### config.mk
export PLATFORM = sky130hd
export DESIGN_NAME = hsl_to_rgb_fixed_point
export DESIGN_NICKNAME = d
export VERILOG_FILES = /design/src/design/hsl_pkg.sv /design/src/design/hsl_to_rgb_fixed_point.sv /design/src/design/hsl_front.sv /design/src/design/hsl_level.sv /design/src/design/hsl_ramp.sv
export SDC_FILE = /design/constraint.sdc
export NUM_CORES = 2
export LEC_CHECK = 0
export BUFFER_PORTS_ARGS = -buffer_cell sky130_fd_sc_hd__buf_4
export CELL_PAD_IN_SITES_DETAIL_PLACEMENT = 0
export CELL_PAD_IN_SITES_GLOBAL_PLACEMENT = 1
export CORE_MARGIN = 5
export CORE_UTILIZATION = 40
export DETAILED_ROUTE_END_ITERATION = 12
export GPL_ROUTABILITY_DRIVEN = 1
export MAX_ROUTING_LAYER = met4
export PLACE_DENSITY = 0.66
export SKIP_CTS_REPAIR_TIMING = 1
export SKIP_LAST_GASP = 1
export SLEW_MARGIN = 20
export SYNTH_ARGS = -nofsm -noshare
export SYNTH_HDL_FRONTEND = slang
export SYNTH_SLANG_ARGS = --single-unit
### constraint.sdc
create_clock -name i_clk -period 11.1 [get_ports i_clk]
set_clock_uncertainty 0.1 [all_clocks]
set_input_delay 0.555 -clock i_clk [delete_from_list [all_inputs] [get_ports i_clk]]
set_output_delay 0.555 -clock i_clk [all_outputs]
set_load 0.01 [all_outputs]
### src/design/hsl_pkg.sv
// ----------------------------------------------------------------------------
// hsl_pkg
// field widths, channel codes and pipeline control types for the converter
// ----------------------------------------------------------------------------
`default_nettype none

package hsl_pkg;

    // port field widths
    localparam int unsigned HUE_W   = 15;
    localparam int unsigned LUM_W   = 13;
    localparam int unsigned SAT_W   = 13;
    localparam int unsigned SCALE_W = 8;
    localparam int unsigned CHAN_W  = 8;

    // saturation level of a channel
    localparam int unsigned CHAN_MAX = 255;

    // lightness-plus-saturation sum and scaled channel level widths
    localparam int unsigned MIX_W = LUM_W + 1;
    localparam int unsigned LEV_W = LUM_W + SCALE_W + 1;

    typedef enum logic [1:0] {
        CH_RED   = 2'd0,
        CH_GREEN = 2'd1,
        CH_BLUE  = 2'd2
    } t_chan;

    // which channel carries max, min and ramp
    typedef struct packed {
        t_chan top;
        t_chan lo;
        t_chan ramp;
    } t_route;

    // per-beat control that travels down the pipe
    typedef struct packed {
        logic   valid;
        t_route route;
        logic   low_half;
    } t_ctrl;

    // sector index to channel roles
    function automatic t_route route_of(input logic [2:0] m);
        t_route r;
        unique case (m)
            3'd0:    r = '{top: CH_RED,   lo: CH_GREEN, ramp: CH_BLUE};
            3'd1:    r = '{top: CH_RED,   lo: CH_BLUE,  ramp: CH_GREEN};
            3'd2:    r = '{top: CH_GREEN, lo: CH_BLUE,  ramp: CH_RED};
            3'd3:    r = '{top: CH_GREEN, lo: CH_RED,   ramp: CH_BLUE};
            3'd4:    r = '{top: CH_BLUE,  lo: CH_RED,   ramp: CH_GREEN};
            3'd5:    r = '{top: CH_BLUE,  lo: CH_GREEN, ramp: CH_RED};
            default: r = '{top: CH_RED,   lo: CH_GREEN, ramp: CH_BLUE};
        endcase
        return r;
    endfunction

endpackage

`default_nettype wire

### src/design/hsl_to_rgb_fixed_point.sv
// ----------------------------------------------------------------------------
// hsl_to_rgb_fixed_point
// pipelined HSL to 8-bit RGB colour converter in fixed point
// ----------------------------------------------------------------------------
// usage:
//   input channel: i_valid / o_stall with i_hue, i_lightness, i_saturation,
//   i_scale; a beat is taken on a rising edge with i_valid high and o_stall low.
//   output channel: o_valid / i_stall with o_red, o_green, o_blue; a beat is
//   taken on a rising edge with o_valid high and i_stall low.
//   path: an accepted beat moves through the stage registers in order, and
//   o_valid is driven by the last of them.
//   throughput: one beat per cycle, set by the six-stage pipeline in which
//   every stage takes a new beat on each cycle that the pipe advances.
//   stall: while a result waits with i_stall high the whole pipe holds and
//   o_stall goes high; empty slots keep moving otherwise, so bubbles are not
//   a cause for stalling the input.
//   reset: i_rst_n low on a rising edge clears every stage valid bit; the
//   stage data registers are not reset.
// ----------------------------------------------------------------------------
`default_nettype none

module hsl_to_rgb_fixed_point #(
    parameter int unsigned FRAC_BITS = 12
) (
    input  wire logic                         i_clk,
    input  wire logic                         i_rst_n,
    input  wire logic                         i_valid,
    output logic                              o_stall,
    input  wire logic [hsl_pkg::HUE_W-1:0]    i_hue,
    input  wire logic [hsl_pkg::LUM_W-1:0]    i_lightness,
    input  wire logic [hsl_pkg::SAT_W-1:0]    i_saturation,
    input  wire logic [hsl_pkg::SCALE_W-1:0]  i_scale,
    output logic                              o_valid,
    input  wire logic                         i_stall,
    output logic [hsl_pkg::CHAN_W-1:0]        o_red,
    output logic [hsl_pkg::CHAN_W-1:0]        o_green,
    output logic [hsl_pkg::CHAN_W-1:0]        o_blue
);

    logic                         en;

    hsl_pkg::t_ctrl               front_ctrl;
    logic [hsl_pkg::LUM_W-1:0]    front_lum;
    logic [hsl_pkg::SAT_W-1:0]    front_sat;
    logic [hsl_pkg::SCALE_W-1:0]  front_scale;
    logic [hsl_pkg::LUM_W-1:0]    front_p;
    logic [FRAC_BITS:0]           front_w;

    hsl_pkg::t_ctrl               level_ctrl;
    logic [hsl_pkg::LEV_W-1:0]    level_top;
    logic [hsl_pkg::LEV_W-1:0]    level_lo;
    logic [hsl_pkg::LEV_W-1:0]    level_diff;
    logic [FRAC_BITS:0]           level_w;

    // pipe advances unless a finished beat is held by the receiver
    assign en      = !(o_valid && i_stall);
    assign o_stall = o_valid && i_stall;

    hsl_front #(
        .FRAC_BITS (FRAC_BITS)
    ) u_front (
        .i_clk        (i_clk),
        .i_rst_n      (i_rst_n),
        .i_en         (en),
        .i_valid      (i_valid),
        .i_hue        (i_hue),
        .i_lightness  (i_lightness),
        .i_saturation (i_saturation),
        .i_scale      (i_scale),
        .o_ctrl       (front_ctrl),
        .o_lum        (front_lum),
        .o_sat        (front_sat),
        .o_scale      (front_scale),
        .o_p          (front_p),
        .o_w          (front_w)
    );

    hsl_level #(
        .FRAC_BITS (FRAC_BITS)
    ) u_level (
        .i_clk   (i_clk),
        .i_rst_n (i_rst_n),
        .i_en    (en),
        .i_ctrl  (front_ctrl),
        .i_lum   (front_lum),
        .i_sat   (front_sat),
        .i_scale (front_scale),
        .i_p     (front_p),
        .i_w     (front_w),
        .o_ctrl  (level_ctrl),
        .o_top   (level_top),
        .o_lo    (level_lo),
        .o_diff  (level_diff),
        .o_w     (level_w)
    );

    hsl_ramp #(
        .FRAC_BITS (FRAC_BITS)
    ) u_ramp (
        .i_clk   (i_clk),
        .i_rst_n (i_rst_n),
        .i_en    (en),
        .i_ctrl  (level_ctrl),
        .i_top   (level_top),
        .i_lo    (level_lo),
        .i_diff  (level_diff),
        .i_w     (level_w),
        .o_valid (o_valid),
        .o_red   (o_red),
        .o_green (o_green),
        .o_blue  (o_blue)
    );

endmodule

`default_nettype wire

### src/design/hsl_front.sv
// ----------------------------------------------------------------------------
// hsl_front
// input clamp, sector decode and lightness-saturation product (stages 1-2)
// ----------------------------------------------------------------------------
`default_nettype none

module hsl_front #(
    parameter int unsigned FRAC_BITS = 12
) (
    input  wire logic                         i_clk,
    input  wire logic                         i_rst_n,
    input  wire logic                         i_en,
    input  wire logic                         i_valid,
    input  wire logic [hsl_pkg::HUE_W-1:0]    i_hue,
    input  wire logic [hsl_pkg::LUM_W-1:0]    i_lightness,
    input  wire logic [hsl_pkg::SAT_W-1:0]    i_saturation,
    input  wire logic [hsl_pkg::SCALE_W-1:0]  i_scale,
    output hsl_pkg::t_ctrl                    o_ctrl,
    output logic [hsl_pkg::LUM_W-1:0]         o_lum,
    output logic [hsl_pkg::SAT_W-1:0]         o_sat,
    output logic [hsl_pkg::SCALE_W-1:0]       o_scale,
    output logic [hsl_pkg::LUM_W-1:0]         o_p,
    output logic [FRAC_BITS:0]                o_w
);

    localparam int unsigned ONE   = 1 << FRAC_BITS;
    localparam int unsigned HALF  = ONE >> 1;
    localparam int unsigned W1    = FRAC_BITS + 1;
    localparam int unsigned SUM_W = ((hsl_pkg::HUE_W > W1) ? hsl_pkg::HUE_W : W1) + 1;
    localparam int unsigned SEC_W = SUM_W - FRAC_BITS;
    localparam int unsigned MW    = SEC_W + 3;
    localparam int unsigned PW    = hsl_pkg::LUM_W + W1;

    // restoring reduction of the sector count modulo six
    function automatic logic [2:0] mod6(input logic [SEC_W-1:0] s);
        logic [MW-1:0] v;
        v = MW'(s);
        for (int j = SEC_W - 1; j >= 0; j--) begin
            if (v >= (MW'(6) << j)) begin
                v = v - (MW'(6) << j);
            end
        end
        return v[2:0];
    endfunction

    logic [SUM_W-1:0]           n_sum;
    logic [2:0]                 n_m;
    logic [hsl_pkg::LUM_W-1:0]  n_lum;
    logic [hsl_pkg::SAT_W-1:0]  n_sat;

    logic                         r1_valid;
    logic [2:0]                   r1_m;
    logic [FRAC_BITS-1:0]         r1_frac;
    logic [hsl_pkg::LUM_W-1:0]    r1_lum;
    logic [hsl_pkg::SAT_W-1:0]    r1_sat;
    logic [hsl_pkg::SCALE_W-1:0]  r1_scale;

    logic [W1-1:0]              n_oms;
    logic [PW-1:0]              n_prod;
    logic [W1-1:0]              n_w;
    hsl_pkg::t_ctrl             n_ctrl;

    hsl_pkg::t_ctrl               r2_ctrl;
    logic [hsl_pkg::LUM_W-1:0]    r2_lum;
    logic [hsl_pkg::SAT_W-1:0]    r2_sat;
    logic [hsl_pkg::SCALE_W-1:0]  r2_scale;
    logic [hsl_pkg::LUM_W-1:0]    r2_p;
    logic [W1-1:0]                r2_w;

    // stage 1: offset hue by one sector, split sector and fraction, clamp
    always_comb begin
        n_sum = SUM_W'(i_hue) + SUM_W'(ONE);
        n_m   = mod6(n_sum[SUM_W-1:FRAC_BITS]);
        n_lum = (32'(i_lightness) > ONE) ? hsl_pkg::LUM_W'(ONE) : i_lightness;
        n_sat = (32'(i_saturation) > ONE) ? hsl_pkg::SAT_W'(ONE) : i_saturation;
    end

    always_ff @(posedge i_clk) begin
        if (!i_rst_n) begin
            r1_valid <= 1'b0;
        end else if (i_en) begin
            r1_valid <= i_valid;
        end
    end

    always_ff @(posedge i_clk) begin
        if (i_en) begin
            r1_m     <= n_m;
            r1_frac  <= n_sum[FRAC_BITS-1:0];
            r1_lum   <= n_lum;
            r1_sat   <= n_sat;
            r1_scale <= i_scale;
        end
    end

    // stage 2: lum * (one - sat), ramp weight and channel roles
    always_comb begin
        n_oms           = W1'(ONE - 32'(r1_sat));
        n_prod          = PW'(r1_lum) * PW'(n_oms);
        n_w             = r1_m[0] ? W1'(r1_frac) : W1'(ONE - 32'(r1_frac));
        n_ctrl.valid    = r1_valid;
        n_ctrl.route    = hsl_pkg::route_of(r1_m);
        n_ctrl.low_half = (32'(r1_lum) <= HALF);
    end

    always_ff @(posedge i_clk) begin
        if (!i_rst_n) begin
            r2_ctrl <= '0;
        end else if (i_en) begin
            r2_ctrl <= n_ctrl;
        end
    end

    always_ff @(posedge i_clk) begin
        if (i_en) begin
            r2_lum   <= r1_lum;
            r2_sat   <= r1_sat;
            r2_scale <= r1_scale;
            r2_p     <= n_prod[FRAC_BITS +: hsl_pkg::LUM_W];
            r2_w     <= n_w;
        end
    end

    assign o_ctrl  = r2_ctrl;
    assign o_lum   = r2_lum;
    assign o_sat   = r2_sat;
    assign o_scale = r2_scale;
    assign o_p     = r2_p;
    assign o_w     = r2_w;

endmodule

`default_nettype wire

### src/design/hsl_level.sv
// ----------------------------------------------------------------------------
// hsl_level
// scaled max and min channel levels and their spread (stages 3-4)
// ----------------------------------------------------------------------------
`default_nettype none

module hsl_level #(
    parameter int unsigned FRAC_BITS = 12
) (
    input  wire logic                         i_clk,
    input  wire logic                         i_rst_n,
    input  wire logic                         i_en,
    input  wire hsl_pkg::t_ctrl               i_ctrl,
    input  wire logic [hsl_pkg::LUM_W-1:0]    i_lum,
    input  wire logic [hsl_pkg::SAT_W-1:0]    i_sat,
    input  wire logic [hsl_pkg::SCALE_W-1:0]  i_scale,
    input  wire logic [hsl_pkg::LUM_W-1:0]    i_p,
    input  wire logic [FRAC_BITS:0]           i_w,
    output hsl_pkg::t_ctrl                    o_ctrl,
    output logic [hsl_pkg::LEV_W-1:0]         o_top,
    output logic [hsl_pkg::LEV_W-1:0]         o_lo,
    output logic [hsl_pkg::LEV_W-1:0]         o_diff,
    output logic [FRAC_BITS:0]                o_w
);

    localparam int unsigned MIX_W = hsl_pkg::MIX_W;
    localparam int unsigned LEV_W = hsl_pkg::LEV_W;

    logic [MIX_W-1:0]  n_a;
    logic [LEV_W-1:0]  n_mk;
    logic [LEV_W-1:0]  n_twolk;

    hsl_pkg::t_ctrl    r3_ctrl;
    logic [LEV_W-1:0]  r3_mk;
    logic [LEV_W-1:0]  r3_twolk;
    logic [FRAC_BITS:0] r3_w;

    logic [LEV_W-1:0]  n_top;
    logic [LEV_W-1:0]  n_lo;

    hsl_pkg::t_ctrl    r4_ctrl;
    logic [LEV_W-1:0]  r4_top;
    logic [LEV_W-1:0]  r4_lo;
    logic [LEV_W-1:0]  r4_diff;
    logic [FRAC_BITS:0] r4_w;

    // stage 3: level chosen by lightness half, times scale, and 2*lum*scale
    always_comb begin
        n_a     = i_ctrl.low_half ? MIX_W'(i_p) : MIX_W'(i_p) + MIX_W'(i_sat);
        n_mk    = LEV_W'(n_a) * LEV_W'(i_scale);
        n_twolk = (LEV_W'(i_lum) * LEV_W'(i_scale)) << 1;
    end

    always_ff @(posedge i_clk) begin
        if (!i_rst_n) begin
            r3_ctrl <= '0;
        end else if (i_en) begin
            r3_ctrl <= i_ctrl;
        end
    end

    always_ff @(posedge i_clk) begin
        if (i_en) begin
            r3_mk    <= n_mk;
            r3_twolk <= n_twolk;
            r3_w     <= i_w;
        end
    end

    // stage 4: the other level is the complement against 2*lum*scale
    always_comb begin
        if (r3_ctrl.low_half) begin
            n_lo  = r3_mk;
            n_top = r3_twolk - r3_mk;
        end else begin
            n_top = r3_mk;
            n_lo  = r3_twolk - r3_mk;
        end
    end

    always_ff @(posedge i_clk) begin
        if (!i_rst_n) begin
            r4_ctrl <= '0;
        end else if (i_en) begin
            r4_ctrl <= r3_ctrl;
        end
    end

    always_ff @(posedge i_clk) begin
        if (i_en) begin
            r4_top  <= n_top;
            r4_lo   <= n_lo;
            r4_diff <= n_top - n_lo;
            r4_w    <= r3_w;
        end
    end

    assign o_ctrl = r4_ctrl;
    assign o_top  = r4_top;
    assign o_lo   = r4_lo;
    assign o_diff = r4_diff;
    assign o_w    = r4_w;

endmodule

`default_nettype wire

### src/design/hsl_ramp.sv
// ----------------------------------------------------------------------------
// hsl_ramp
// ramp channel interpolation, rounding and channel routing (stages 5-6)
// ----------------------------------------------------------------------------
`default_nettype none

module hsl_ramp #(
    parameter int unsigned FRAC_BITS = 12
) (
    input  wire logic                        i_clk,
    input  wire logic                        i_rst_n,
    input  wire logic                        i_en,
    input  wire hsl_pkg::t_ctrl              i_ctrl,
    input  wire logic [hsl_pkg::LEV_W-1:0]   i_top,
    input  wire logic [hsl_pkg::LEV_W-1:0]   i_lo,
    input  wire logic [hsl_pkg::LEV_W-1:0]   i_diff,
    input  wire logic [FRAC_BITS:0]          i_w,
    output logic                             o_valid,
    output logic [hsl_pkg::CHAN_W-1:0]       o_red,
    output logic [hsl_pkg::CHAN_W-1:0]       o_green,
    output logic [hsl_pkg::CHAN_W-1:0]       o_blue
);

    localparam int unsigned ONE    = 1 << FRAC_BITS;
    localparam int unsigned HALF   = ONE >> 1;
    localparam int unsigned LEV_W  = hsl_pkg::LEV_W;
    localparam int unsigned CHAN_W = hsl_pkg::CHAN_W;
    localparam int unsigned RW     = LEV_W + 1;
    localparam int unsigned RPW    = LEV_W + FRAC_BITS + 1;

    // add one half, drop the fraction, clip at full scale
    function automatic logic [CHAN_W-1:0] round_sat(input logic [RW-1:0] v);
        logic [RW:0] s;
        logic [RW:0] q;
        s = {1'b0, v} + (RW + 1)'(HALF);
        q = s >> FRAC_BITS;
        return (q > (RW + 1)'(hsl_pkg::CHAN_MAX)) ? CHAN_W'(hsl_pkg::CHAN_MAX)
                                                  : q[CHAN_W-1:0];
    endfunction

    logic [RPW-1:0]     n_prod;
    logic [RW-1:0]      n_ramp;

    hsl_pkg::t_ctrl     r5_ctrl;
    logic [LEV_W-1:0]   r5_top;
    logic [LEV_W-1:0]   r5_lo;
    logic [RW-1:0]      r5_ramp;

    logic [CHAN_W-1:0]  n_top_c;
    logic [CHAN_W-1:0]  n_lo_c;
    logic [CHAN_W-1:0]  n_ramp_c;
    logic [CHAN_W-1:0]  n_red;
    logic [CHAN_W-1:0]  n_green;
    logic [CHAN_W-1:0]  n_blue;

    logic               r6_valid;
    logic [CHAN_W-1:0]  r6_red;
    logic [CHAN_W-1:0]  r6_green;
    logic [CHAN_W-1:0]  r6_blue;

    // stage 5: min plus spread times weight
    always_comb begin
        n_prod = RPW'(i_diff) * RPW'(i_w);
        n_ramp = RW'(n_prod >> FRAC_BITS) + RW'(i_lo);
    end

    always_ff @(posedge i_clk) begin
        if (!i_rst_n) begin
            r5_ctrl <= '0;
        end else if (i_en) begin
            r5_ctrl <= i_ctrl;
        end
    end

    always_ff @(posedge i_clk) begin
        if (i_en) begin
            r5_top  <= i_top;
            r5_lo   <= i_lo;
            r5_ramp <= n_ramp;
        end
    end

    // stage 6: round each level and steer it to its channel
    always_comb begin
        n_top_c  = round_sat(RW'(r5_top));
        n_lo_c   = round_sat(RW'(r5_lo));
        n_ramp_c = round_sat(r5_ramp);

        n_red   = (r5_ctrl.route.top == hsl_pkg::CH_RED)   ? n_top_c :
                  (r5_ctrl.route.lo  == hsl_pkg::CH_RED)   ? n_lo_c  : n_ramp_c;
        n_green = (r5_ctrl.route.top == hsl_pkg::CH_GREEN) ? n_top_c :
                  (r5_ctrl.route.lo  == hsl_pkg::CH_GREEN) ? n_lo_c  : n_ramp_c;
        n_blue  = (r5_ctrl.route.top == hsl_pkg::CH_BLUE)  ? n_top_c :
                  (r5_ctrl.route.lo  == hsl_pkg::CH_BLUE)  ? n_lo_c  : n_ramp_c;
    end

    always_ff @(posedge i_clk) begin
        if (!i_rst_n) begin
            r6_valid <= 1'b0;
        end else if (i_en) begin
            r6_valid <= r5_ctrl.valid;
        end
    end

    always_ff @(posedge i_clk) begin
        if (i_en) begin
            r6_red   <= n_red;
            r6_green <= n_green;
            r6_blue  <= n_blue;
        end
    end

    assign o_valid = r6_valid;
    assign o_red   = r6_red;
    assign o_green = r6_green;
    assign o_blue  = r6_blue;

endmodule

`default_nettype wire

==> summary.txt <==
Worst setup path
  – Slowest-stage cell, CP: edfxtp_1
  – Worst path arrival time: ~8600 ps
  – Critical Path End Type: flop
  – CP delay by family, top: adder cells
  – Critical Path Fanout Max: 21
  – Crit Path Class: flop to flop
  – Critical Path Stages: 32
  – Startpoint Class: flop
  – Crit path top cell by count: fa_1
  – WP data required: 11310 ps
  – CP bufs+invs: 4
  – Crit-path max cell delay: approximately 700 ps
  – Reg2Reg Depth: 32

Die
  – Die Wd: 307 µm
  – Die area: 94000 µm²
  – Core area: 87000 µm²
  – Initial Util: 40.4%
  – Cell Rows: around 110
  – I/O pin count: 79
  – Die height: 307 µm

Min path
  – Worst hold path depth: 1
  – Hold WC Path Type: input port to flop

Synthesis
  – Synthesized area per cell: ~9.9 µm²
  – Number of enable flip-flop cells after synthesis: 290
  – Synthesis warning total: 0
  – Unique masters post-synth: 67
  – Post-synthesis sequential area ratio: between 20% and 30%
  – Post-Syn Instances: 3544
  – Mapped Area: about 35000 µm²
  – Yosys reg bits: around 310
  – Main synth FF type: edfxtp_1
  – Fraction of registers with async set or reset after synthesis: 0%

Clock network
  – Clock Latency Late Sink: around 580 ps
  – Num CTS Buffers: 40
  – Clock sinks: ~310
  – Clk Tree Root Cell: clkbuf_16
  – Clk buf depth: 3
  – Clock transition at path regs: approximately 70 ps
  – TritonCTS clock tree: done
  – H-tree levels: 2

Timing
  – Worst Tran Pin Value: between 1000 and 1500 ps
  – Final hold vios: 0
  – Setup TNS: 0 ps
  – Period minus WS final: about 8400 ps
  – Fmax achieved: between 0.1 and 0.15 GHz
  – Unrepaired setup endpoints after global routing: no
  – Slew headroom: between 30% and 40%
  – Setup-failing EPs final: 0
  – Slew Limit Fails: 0
  – Crit share post-route: between 70 and 80%

Global route
  – First-pass GRT wire length: between 100000 and 150000 µm
  – Total grt overflow: 0
  – Initial antenna violation count: 1
  – Vias in the first global route: about 25000
  – Pin count of the biggest net entering global routing: 80
  – Total GRT Usage: 17.5%

Route
  – DRC viols: 0
  – Final WL: 77600 µm
  – Top Layer Used: met4
  – Met2 wire length: approximately 38000 µm
  – Routed wire length per instance: 16.3 µm
  – Met3 wire len: between 2000 and 2500 µm
  – DRT met1 WL: approximately 36000 µm
  – Via Count: between 20000 and 25000
  – 1st-iter DRT viols: between 900 and 1000
  – Via density: 4.88
  – Post-route ant nets: 0
  – TritonRoute pass-1 iters: 5

Layout
  – Area Growth Syn to Fin: 9.04%
  – Ant diodes: 0
  – Commonest non-fill, non-tap cell in the layout: inv_1
  – Final layout net count: around 4400
  – Most frequent cells in the layout: inv_1 (598), nand2_1 (495), fa_1 (476)
  – Fill cell count: about 8500
  – Layout cell share with drive strength beyond 1: 5.99%

Place
  – PortBufs: just under 80
  – Hpwl dp: roughly 60000 µm
  – Placer Congestion: about 0.8

Status
  – Outcome: completed

Job
  – # Max-Cap Violations: 0
## metrics by stage
step / hold WS (ps) / instances / cell area [µm²] / worst slack [ps] / util [%]
finish: 44.7 / 4764 / 38400 / 2730 / 44.1
global route: 13.7 / 4764 / 38400 / 2270 / 44.1
CTS: -0.297 / 4764 / 38300 / 2620 / 44.1
detailed placement: 305 / 4693 / 37000 / 2660 / 42.5
global placement: 302 / 4693 / 37000 / 2790 / 42.5
floorplan: 300 / 3551 / 35200 / 1460 / -
## area by class of cell
cell class	count	area [µm²]	area share, %
Tap cell	1155	1450	3.77
Timing Repair Buffer	111	833	2.17
Clock buffer	50	1100	2.88
Inverter	599	2250	5.86
Clock inverter	21	218	0.568
Sequential cell	314	9190	24.0
Multi-Input combinational cell	2514	23300	60.8
## cell usage after synthesis (all sizes together), types with 25 or more instances
library cell,count,area (µm²)
nor3,39,195
inv,598,2240
o21a,26,203
nor2,114,428
and3,26,163
xnor2,114,998
a21oi,94,478
nand3,40,200
xor2,50,438
o21ai,92,460
a21o,44,330
edfxtp,290,8710
mux2,25,282
clkbuf,113,424
a21boi,30,225
and2,275,1720
ha,303,3790
nand2,496,1860
nor2b,59,369
fa,476,9530
## registers in the layout, indices dropped and copies added (netlist names), 8 cells and up
signal and cells:
u_front.o_lum 13, u_front.o_p 13, u_front.o_sat 13, u_front.o_scale 8, u_front.o_w 13, u_front.r1_frac 12, u_front.r1_lum 13, u_front.r1_sat 13
u_front.r1_scale 8, u_level.o_diff 21, u_level.o_lo 22, u_level.o_top 11, u_level.o_w 13, u_level.r3_mk 22, u_level.r3_twolk 21, u_level.r3_w 13
u_ramp.o_blue 8, u_ramp.o_green 8, u_ramp.o_red 8, u_ramp.r5_lo 11, u_ramp.r5_ramp 12, u_ramp.r5_top 11
## metal layers
layer / GRT usage [%] / vias to the layer above
li1: - / 11389
met4: 3.19 / 0
met5: - / -
met3: 1.95 / 77
met2: 29.9 / 262
met1: 23.0 / 11505
## logic make-up (layout without fill, tap and decap cells)
kind of cell / after synthesis / after routing / share of synthesized area, %
simple gates: 1120 / 1120 / 15.4
fa+ha+maj: 779 / 779 / 37.9
buf+inv: 723 / 781 / 7.72
compound gates: 403 / 403 / 7.59
flops: 314 / 314 / 26.1
xor+xnor: 164 / 164 / 4.08
mux: 39 / 39 / 1.20
other cells: 2 / 9 / 0.0214
## final timing paths
check	slack, ps	end	startpoint
max	2730	u_ramp.r5_ramp[22]	u_level.o_w[3]
min	40	u_front.r1_frac[4]	i_hue[4]
max reg2reg	2730	u_ramp.r5_ramp[22]	u_level.o_w[3]
min reg2reg	320	u_front.o_scale[1]	u_front.r1_scale[1]
Power is not shown: default switching activity piles up to over one toggle a cycle in this logic, so the estimate is an artifact.
